### config.mk
export PLATFORM = sky130hd
export DESIGN_NAME = ble_adv_data_part_splitter_core
export DESIGN_NICKNAME = d
export VERILOG_FILES = /design/src/rtl/core/bleadv_pkg.sv /design/src/rtl/core/bleadv_in_stage.sv /design/src/rtl/core/bleadv_parser.sv /design/src/rtl/core/ble_adv_data_part_splitter_core.sv
export SDC_FILE = /design/constraint.sdc
export NUM_CORES = 1
export LEC_CHECK = 0
export BUFFER_PORTS_ARGS = -buffer_cell sky130_fd_sc_hd__clkbuf_2
export CORE_ASPECT_RATIO = 0.7
export CORE_MARGIN = 2
export CORE_UTILIZATION = 53
export DETAILED_ROUTE_END_ITERATION = 7
export PLACE_DENSITY = 0.76
export SYNTH_ARGS = -nofsm -noshare
export SYNTH_HDL_FRONTEND = slang
export SYNTH_SLANG_ARGS = --single-unit
### constraint.sdc
create_clock -name i_clk -period 5.8 [get_ports i_clk]
set_clock_uncertainty 0.15 [all_clocks]
set_input_delay 1.16 -clock i_clk [delete_from_list [all_inputs] [get_ports i_clk]]
set_output_delay 1.16 -clock i_clk [all_outputs]
set_load 0.02 [all_outputs]
### src/rtl/core/bleadv_pkg.sv
// Shared types and constants for the advertising data part splitter.
// No dependencies; used by the input stage, the parser, the top level and the bench.
`default_nettype none

package bleadv_pkg;

    // a part needs at least a length, a type and room for payload
    localparam logic [7:0] MIN_PART_BYTES = 8'd3;

    // one accepted input item
    typedef struct packed {
        logic [7:0] byte_value;
        logic       first_of_report;
        logic [7:0] report_length;
    } t_item;

    // one result item
    typedef struct packed {
        logic [7:0] part_type;
        logic [7:0] value_byte;
        logic       value_valid;
        logic [7:0] byte_index;
        logic       part_end;
    } t_result;

endpackage

`default_nettype wire

### src/rtl/core/bleadv_in_stage.sv
// Input register of the part splitter: holds one accepted item until the
// parser stage takes it. Depends on bleadv_pkg.
`default_nettype none

module bleadv_in_stage (
    input  wire                      i_clk,
    input  wire                      i_rst_n,
    input  wire                      i_in_valid,
    output logic                     o_in_ready,
    input  wire bleadv_pkg::t_item   i_item,
    input  wire                      i_advance,
    output logic                     o_valid,
    output bleadv_pkg::t_item        o_item
);

    logic              r_valid;
    logic              n_valid;
    bleadv_pkg::t_item r_item;

    // free when empty or when the held item moves on this cycle
    assign o_in_ready = !r_valid || i_advance;

    always_comb begin
        n_valid = r_valid;
        if (o_in_ready) begin
            n_valid = i_in_valid;
        end
    end

    // valid flag
    always_ff @(posedge i_clk) begin
        if (!i_rst_n) begin
            r_valid <= 1'b0;
        end else begin
            r_valid <= n_valid;
        end
    end

    // item payload
    always_ff @(posedge i_clk) begin
        if (o_in_ready && i_in_valid) begin
            r_item <= i_item;
        end
    end

    assign o_valid = r_valid;
    assign o_item  = r_item;

endmodule

`default_nettype wire

### src/rtl/core/bleadv_parser.sv
// Parser state of the part splitter: updates the length-type-value state
// for one item per advance and forms its result. Depends on bleadv_pkg.
`default_nettype none

module bleadv_parser (
    input  wire                      i_clk,
    input  wire                      i_rst_n,
    input  wire                      i_advance,
    input  wire bleadv_pkg::t_item   i_item,
    output logic                     o_has_result,
    output bleadv_pkg::t_result      o_result
);

    typedef enum logic [1:0] {
        PH_IDLE,
        PH_LEN,
        PH_TYPE,
        PH_PAYLOAD
    } t_phase;

    t_phase     r_phase,     n_phase;
    logic [7:0] r_bytes_rem, n_bytes_rem;
    logic [7:0] r_pay_left,  n_pay_left;
    logic [7:0] r_cur_type,  n_cur_type;
    logic [7:0] r_pay_pos,   n_pay_pos;

    // state as seen after a report start
    t_phase     s_phase;
    logic [7:0] s_bytes_rem;
    logic [7:0] s_pay_left;
    logic [7:0] s_cur_type;
    logic [7:0] s_pay_pos;

    logic [7:0] after;
    logic [7:0] len_m1;
    logic [7:0] count;

    always_comb begin
        // a first byte restarts the parser
        s_phase     = r_phase;
        s_bytes_rem = r_bytes_rem;
        s_pay_left  = r_pay_left;
        s_cur_type  = r_cur_type;
        s_pay_pos   = r_pay_pos;
        if (i_item.first_of_report) begin
            s_phase     = PH_LEN;
            s_bytes_rem = i_item.report_length;
            s_pay_left  = 8'd0;
            s_cur_type  = 8'd0;
            s_pay_pos   = 8'd0;
        end

        // payload count of a new part, clipped to the bytes left
        after  = s_bytes_rem - 8'd1;
        len_m1 = s_pay_left - 8'd1;
        if (s_pay_left == 8'd0 || len_m1 > after) begin
            count = after;
        end else begin
            count = len_m1;
        end

        n_phase      = s_phase;
        n_bytes_rem  = s_bytes_rem;
        n_pay_left   = s_pay_left;
        n_cur_type   = s_cur_type;
        n_pay_pos    = s_pay_pos;
        o_has_result = 1'b0;
        o_result     = '0;

        unique case (s_phase)
            PH_IDLE: begin
            end
            PH_LEN: begin
                if (s_bytes_rem < bleadv_pkg::MIN_PART_BYTES) begin
                    n_phase = PH_IDLE;
                end else begin
                    n_pay_left  = i_item.byte_value;
                    n_bytes_rem = s_bytes_rem - 8'd1;
                    n_phase     = PH_TYPE;
                end
            end
            PH_TYPE: begin
                n_cur_type  = i_item.byte_value;
                n_bytes_rem = after;
                n_pay_pos   = 8'd0;
                if (count == 8'd0) begin
                    // empty part marker
                    n_pay_left           = 8'd0;
                    n_phase              = PH_LEN;
                    o_has_result         = 1'b1;
                    o_result.part_type   = i_item.byte_value;
                    o_result.part_end    = 1'b1;
                end else begin
                    n_pay_left = count;
                    n_phase    = PH_PAYLOAD;
                end
            end
            PH_PAYLOAD: begin
                o_has_result         = 1'b1;
                o_result.part_type   = s_cur_type;
                o_result.value_byte  = i_item.byte_value;
                o_result.value_valid = 1'b1;
                o_result.byte_index  = s_pay_pos;
                o_result.part_end    = (s_pay_left <= 8'd1);
                n_pay_pos            = s_pay_pos + 8'd1;
                n_pay_left           = s_pay_left - 8'd1;
                n_bytes_rem          = s_bytes_rem - 8'd1;
                if (s_pay_left <= 8'd1) begin
                    n_phase = PH_LEN;
                end
            end
            default: begin
            end
        endcase
    end

    // parser state, updated once per item
    always_ff @(posedge i_clk) begin
        if (!i_rst_n) begin
            r_phase     <= PH_IDLE;
            r_bytes_rem <= 8'd0;
            r_pay_left  <= 8'd0;
            r_cur_type  <= 8'd0;
            r_pay_pos   <= 8'd0;
        end else if (i_advance) begin
            r_phase     <= n_phase;
            r_bytes_rem <= n_bytes_rem;
            r_pay_left  <= n_pay_left;
            r_cur_type  <= n_cur_type;
            r_pay_pos   <= n_pay_pos;
        end
    end

endmodule

`default_nettype wire

### src/rtl/core/ble_adv_data_part_splitter_core.sv
// Top level of the advertising data part splitter: input register, parser
// and result register. Depends on bleadv_pkg, bleadv_in_stage, bleadv_parser.
//
// Takes one advertising data byte per item and splits the report into
// length-type-value parts, giving zero or one result per byte. One item is
// accepted every clock cycle while results are taken; each byte is held in
// the input register, and the parser update for it is loaded into the
// result register when that register is free or being emptied, where the
// result is offered until taken. The parser state updates once per byte,
// which sets the rate of one byte per clock while results are taken. The
// input stays ready while a finished result waits, as long as the result
// register frees up when the parser stage needs it.
`default_nettype none

module ble_adv_data_part_splitter_core (
    input  wire         i_clk,
    input  wire         i_rst_n,
    input  wire         i_in_valid,
    output logic        o_in_ready,
    input  wire  [7:0]  i_byte_value,
    input  wire         i_first_of_report,
    input  wire  [7:0]  i_report_length,
    output logic        o_out_valid,
    input  wire         i_out_ready,
    output logic [7:0]  o_part_type,
    output logic [7:0]  o_value_byte,
    output logic        o_value_valid,
    output logic [7:0]  o_byte_index,
    output logic        o_part_end
);

    bleadv_pkg::t_item   in_item;
    bleadv_pkg::t_item   stage_item;
    bleadv_pkg::t_result parse_result;
    bleadv_pkg::t_result r_out;
    logic                stage_valid;
    logic                advance;
    logic                has_result;
    logic                r_out_valid;
    logic                n_out_valid;

    assign in_item.byte_value      = i_byte_value;
    assign in_item.first_of_report = i_first_of_report;
    assign in_item.report_length   = i_report_length;

    // parser moves when the result register is free or being emptied
    assign advance = stage_valid && (!r_out_valid || i_out_ready);

    bleadv_in_stage u_in_stage (
        .i_clk      (i_clk),
        .i_rst_n    (i_rst_n),
        .i_in_valid (i_in_valid),
        .o_in_ready (o_in_ready),
        .i_item     (in_item),
        .i_advance  (advance),
        .o_valid    (stage_valid),
        .o_item     (stage_item)
    );

    bleadv_parser u_parser (
        .i_clk        (i_clk),
        .i_rst_n      (i_rst_n),
        .i_advance    (advance),
        .i_item       (stage_item),
        .o_has_result (has_result),
        .o_result     (parse_result)
    );

    // result valid
    always_comb begin
        n_out_valid = r_out_valid;
        if (advance) begin
            n_out_valid = has_result;
        end else if (i_out_ready) begin
            n_out_valid = 1'b0;
        end
    end

    always_ff @(posedge i_clk) begin
        if (!i_rst_n) begin
            r_out_valid <= 1'b0;
        end else begin
            r_out_valid <= n_out_valid;
        end
    end

    // result payload
    always_ff @(posedge i_clk) begin
        if (advance && has_result) begin
            r_out <= parse_result;
        end
    end

    assign o_out_valid   = r_out_valid;
    assign o_part_type   = r_out.part_type;
    assign o_value_byte  = r_out.value_byte;
    assign o_value_valid = r_out.value_valid;
    assign o_byte_index  = r_out.byte_index;
    assign o_part_end    = r_out.part_end;

endmodule

`default_nettype wire

## Yosys cells after proc, flatten, opt, wreduce, memory -nomap -nowiden

Cells that the tools add are included.

| word-level totals | value |
|---|---|
| register bits | 79 |
| input bits | 21 |
| output and inout port bits | 28 |
| word-level logic and storage cells | 61 |

| cells by class | value |
|---|---|
| add/sub/neg operators | 3 |
| order comparisons | 3 |
| equality and inequality tests | 3 |
| multiplexer cells | 25 |
| reduce and logical (&&, ||, !) cells | 12 |

Operator list:

| kind | count |
|---|---|
| 2-to-1 mux 8 bit | 10 |
| case mux 8 bit (2 select lines) | 3 |
| case mux 8 bit (3 select lines) | 1 |
| zero test 8 bit | 2 |
| subtractor 8 x 1 -> 8 bit, second input constant | 2 |
| 2-to-1 mux 9 bit | 1 |
| adder 8 x 1 -> 8 bit, second input constant | 1 |
| > comparator 8 bit | 1 |
| less-or-equal comparator 8 x 1 -> 1 bit, second input constant | 1 |
| < comparator 8 x 2 -> 1 bit, second input constant | 1 |
| 2-to-1 mux 2 bit | 4 |
| case mux 2 bit (3 select lines) | 1 |
| equality test 2 bit, second input constant | 2 |
| case mux 1 bit (2 select lines) | 2 |
| logical AND 1 bit | 3 |
| logical OR 1 bit | 3 |
| 2-to-1 mux 1 bit | 3 |
| equality test 2 x 1 -> 1 bit, second input constant | 1 |
| zero test 1 bit | 2 |
| nonzero test 2 bit | 1 |
| OR reduction 2 bit | 1 |

## Logic depth before layout (Yosys ltp)

| depth | value |
|---|---|
| word-level depth | 9 |
| depth in mapped cells | 17 |
| depth with buffers taken out | 16 |

## Modules after synthesis

A second synthesis with hierarchy kept.

| unflattened totals | value |
|---|---|
| cells, all modules | 460 |
| area, all modules | 4466.8 um^2 |

Modules (own cells, without submodules):

| module | instances | cells each | area each (um^2) | sequential area each (um^2) |
|---|---|---|---|---|
| bleadv_parser | 1 | 406 | 3044.2 | 680.7 |
| ble_adv_data_part_splitter_core | 1 | 32 | 854.6 | 800.8 |
| bleadv_in_stage | 1 | 22 | 568.0 | 530.5 |

## Least setup slack after synthesis

Ideal clock, no wire load.

| timing | value |
|---|---|
| path type | register to register |
| from | register u_in_stage.r_item (netlist bit u_in_stage.o_item[8]) |
| to | register r_out (netlist bit o_byte_index[0]) (enable) |
| library setup time | 0.418 ns |
| data arrival time | 5.136 ns |
| data required time | 5.232 ns |
| slack | 0.096 ns |
| cell stages (with the launch flop) | 18 |
| path buffers | 4 |
| clock period less this slack | 5.704 ns |
| cell sequence | edfxtp_1 -> buf_4 -> buf_2 -> buf_1 -> buf_1 -> mux2i_1 -> ha_1 -> o211ai_1 -> xor2_1 -> inv_1 -> ha_1 -> nand2_1 -> nor3_1 -> a21oi_2 -> o41ai_4 -> nand3_4 -> a21o_2 -> a21oi_1 |

| on the way | value |
|---|---|
| cells in the longest elaborated chain, start to end | 9 |
| elaborated cells on any way between the ends | 15 |
| classes of those cells | 2 x add/sub; 1 x order compare; 2 x eq/ne; 6 x mux; 4 x reduce/logical |

Ends and longest elaborated chain:

| what | line | RTL |
|---|---|---|
| from (decl) | bleadv_in_stage.sv:18 | `bleadv_pkg::t_item r_item;` |
| from (signal assigned) | bleadv_in_stage.sv:42 | `r_item <= i_item;` |
| 2-to-1 mux 8 bit | bleadv_parser.sv:45 | `if (i_item.first_of_report) begin` |
| subtractor 8 x 1 -> 8 bit, on equally long branches | bleadv_parser.sv:55, bleadv_parser.sv:54 |  |
| > comparator 8 bit | bleadv_parser.sv:56 | `if (s_pay_left == 8'd0 \|\| len_m1 > after) begin` |
| logical OR 1 bit | bleadv_parser.sv:56 |  |
| 2-to-1 mux 8 bit | bleadv_parser.sv:56 |  |
| zero test 8 bit | bleadv_parser.sv:86 | `if (count == 8'd0) begin` |
| 2-to-1 mux 1 bit | bleadv_parser.sv:86 |  |
| case mux 1 bit (2 select lines) * | bleadv_parser.sv:70 | `unique case (s_phase)` |
| logical AND 1 bit * | ble_adv_data_part_splitter_core.sv:89 | `if (advance && has_result) begin` |
| to (signal assigned) | ble_adv_data_part_splitter_core.sv:90 | `r_out <= parse_result;` |
| to (decl) | ble_adv_data_part_splitter_core.sv:35 | `bleadv_pkg::t_result r_out;` |

Mark *: on every way between the ends. The rest lies on a longest branch, timed or not.
A chain may end at the register's enable or synchronous reset.

## Worst setup path in the final report

| timing | value |
|---|---|
| from | register u_in_stage.r_item (netlist bit u_in_stage.o_item[8]) |
| to | register r_out (netlist bit o_part_type[3]) (enable) |

Same word-level chain as after synthesis.

==> results.ini <==
[outcome]
status=finished clean

[sta]
tightest_slew_ps=1070
relSlewSlack=0.283
hold_viol=0
slew_viol_final=0
min_period_over_period=0.777
rsz0062_at_grt=no
final-setup-viol-count=0
period_minus_slack_ps=4510
fmax_mhz=222
setup_tns_ps=0
worst_hold_slack_ps=341

[power_and_ir_drop]
p_per_area_nw_per_um2=286
leakagePower_nw=1.76
ir_worst_vdd_v=0.000160

[clock_network]
clk_pin_slew_worst_paths_ps=90
cts_resized=0
cts-hold-fix-buffers=0
postCtsSetupBuffers=0
htreeDepth=3
cts_tree=yes
clockBufferDepth=2
cts_sinks=79
cts-buffers-inserted=9
clk_latency_ps=370
cts_root_buf=clkbuf_8

[cells_and_area]
diodes=0
layout-drive-gt1-share=0.196
syn_to_final_growth_pct=13.5
final_nets=490

[die]
core_area_um2=7450
die-area_um2=8560
io_pins=49
initial_core_util=0.557
die_x_um=110
rows=26
die_h_um=78.0

[yosys]
async_reset_ff_frac=0
synth.avg_cell_area_um2=10.0
synthXorXnorAreaFrac=0.0311
yosys.area.top_type=edfxtp_1
yosysTopAreaCellShare=0.311
synth.most_common_cell=nor2_1
syn_area_um2=4150
syn_inst=414
synth_top_family_by_area=simple AND/OR/NAND/NOR gates
synth_fa_ha_area_frac=0.0271
synthTopCellsByArea=edfxtp_1 31%, dfxtp_1 17%, nor2_1 4.9%, a21oi_1 3.0%, and2_1 2.9%
yosysSeqAreaShare=0.485
ys_warn_count=0
synth_common_cells=54 x nor2_1, 43 x edfxtp_1, 36 x dfxtp_1
synth-edff-count=43
yosysUniqueCellTypes=69
synth_ff_type=edfxtp_1
synth_nets=444
synthMuxAreaShare=0.0226
yosys.area_share.simple=0.208
ys_seq_elements=79
synth-compound-area-share=0.195

[setup_path]
crit_required_ps=5680
critPathLaunchType=register
crit_path_end_kind=register
crit_fanout=26
cp.arrival_ps=4390
r2r-start=u_in_stage.o_item[8]$_DFFE_PP_
crit_family=compound AO/OA/AOI/OAI gates
crit_start=u_in_stage.o_item[8]$_DFFE_PP_
crit_buf_inv=1
critPathSlowestCell=o21ai_0
worstPathCellList=nor3b_1 -> nor2_1 -> nor2_1 -> xor2_1 -> o21ai_0 -> ha_1 -> nand3_1 -> o21bai_1 -> nand3_1 -> a221oi_1 -> o21ai_0 -> o41a_1 -> o211ai_2 -> a21o_2 -> a21oi_2 -> buf_4
crit_type=reg -> reg
cp_slowest_stage_delay_ps=470

[global_route]
globalRouteTotalUtil=0.259
grt_pass1_wl_mm=16.9
first_global_vias=3265
grt_overflow_total=0
grt_max_degree=35
antenna_found_initial=0

[placed_design]
portBuffers=48
dpl.hpwl_mm=7.30
place_congestion=0.946

[detailed_routing]
wl_per_cell_um=18.4
vias=3525
ant_nets=0
drt-vias-per-instance=6.26
detail_route.iter0.violations=351
firstDrtPassIters=5
totalWireLength_mm=10.4
drc=0

[worst_hold_path]
worstHoldPathType=reg -> reg
min_from=u_parser.r_bytes_rem[1]$_SDFFE_PN0P_

[job]
max-cap-violations=0

-- sequential cells by signal, indices dropped and copies added, names as in the netlist, 8 cells and up --
name                  cells
o_part_type               8
u_parser.r_pay_pos        8
u_parser.r_bytes_rem      8
u_in_stage.o_item        17
u_parser.r_cur_type       8
o_value_byte              8
u_parser.r_pay_left       8
o_byte_index              8
-- placed cells by master (no fill, tap or decap), drive strengths merged, types with 13 or more instances in the layout --
cell / netlist / routed
inv: 14 / 17
a22oi: 14 / 14
a21oi: 26 / 26
o21ai: 19 / 19
dfxtp: 36 / 36
nand3: 13 / 13
clkbuf: 13 / 57
edfxtp: 43 / 43
and2: 19 / 19
nor2: 54 / 54
nand2: 20 / 20
-- through the flow --
step / std cells / worst slack, ps / util / total power, mW / cell area, um2
CTS: 563 / 1350 / 0.632 / 1.34 / 4710
global placement: 547 / 1550 / 0.601 / 0.874 / 4480
floorplan: 414 / 95.8 / - / 0.813 / 4150
finish: 563 / 1290 / 0.632 / 1.34 / 4710
global route: 563 / 921 / 0.632 / 1.40 / 4710
detailed placement: 547 / 1410 / 0.601 / 0.877 / 4480
-- worst paths after layout --
path / end / depth (start not counted) / slack [ps]
worst max register to register: o_part_type[3]$_DFFE_PP_ / 16 / 1290
worst max-delay path: o_part_type[3]$_DFFE_PP_ / 16 / 1290
worst min register to register: u_parser.r_bytes_rem[1]$_SDFFE_PN0P_ / 2 / 340
worst min-delay path: u_parser.r_bytes_rem[1]$_SDFFE_PN0P_ / 2 / 340
-- kinds of logic (layout without fill, tap and decap cells) --
kind of cell / count (synthesis) / after routing
AOI/OAI and AO/OA: 111 / 111
xor gates and xnor gates: 13 / 13
adders and majority gates: 9 / 9
buffers and inverters: 33 / 84
DFF: 79 / 79
muxes: 9 / 9
and+or+nand+nor: 160 / 160
-- worst min-delay path: cells and delay by family, from the launching register on --
family	cells	cell delay (ps)
flops	1	340
simple gates	1	60
compound gates	1	50
-- final cells by class --
| cell class | instances | area, um2 |
|---|---|---|
| Clock inverter | 7 | 103 |
| Clock buffer | 9 | 124 |
| Timing Repair Buffer | 53 | 278 |
| Multi-Input combinational cell | 302 | 2010 |
| Inverter | 15 | 56.3 |
| Fill cell | 610 | 2740 |
| Sequential cell | 79 | 2010 |
| Tap cell | 98 | 123 |
-- power breakdown --
group	switching (mW)	internal, mW
sequential	0.0230	0.605
combinational	0.158	0.0860
clock	0.223	0.248
total	0.405	0.940
-- layer usage --
metal / wire (um) / part of all wire / vias to the layer above / GRT usage
li1: - / - / 1639 / -
met1: 4820 / 0.46 / 1714 / 0.378
met2: 4710 / 0.45 / 162 / 0.383
met3: 744 / 0.072 / 10 / 0.0532
met4: 111 / 0.011 / 0 / 0.0835
met5: 0 / 0 / - / 0
No activity file was read; power rests on OpenSTA's default activity.
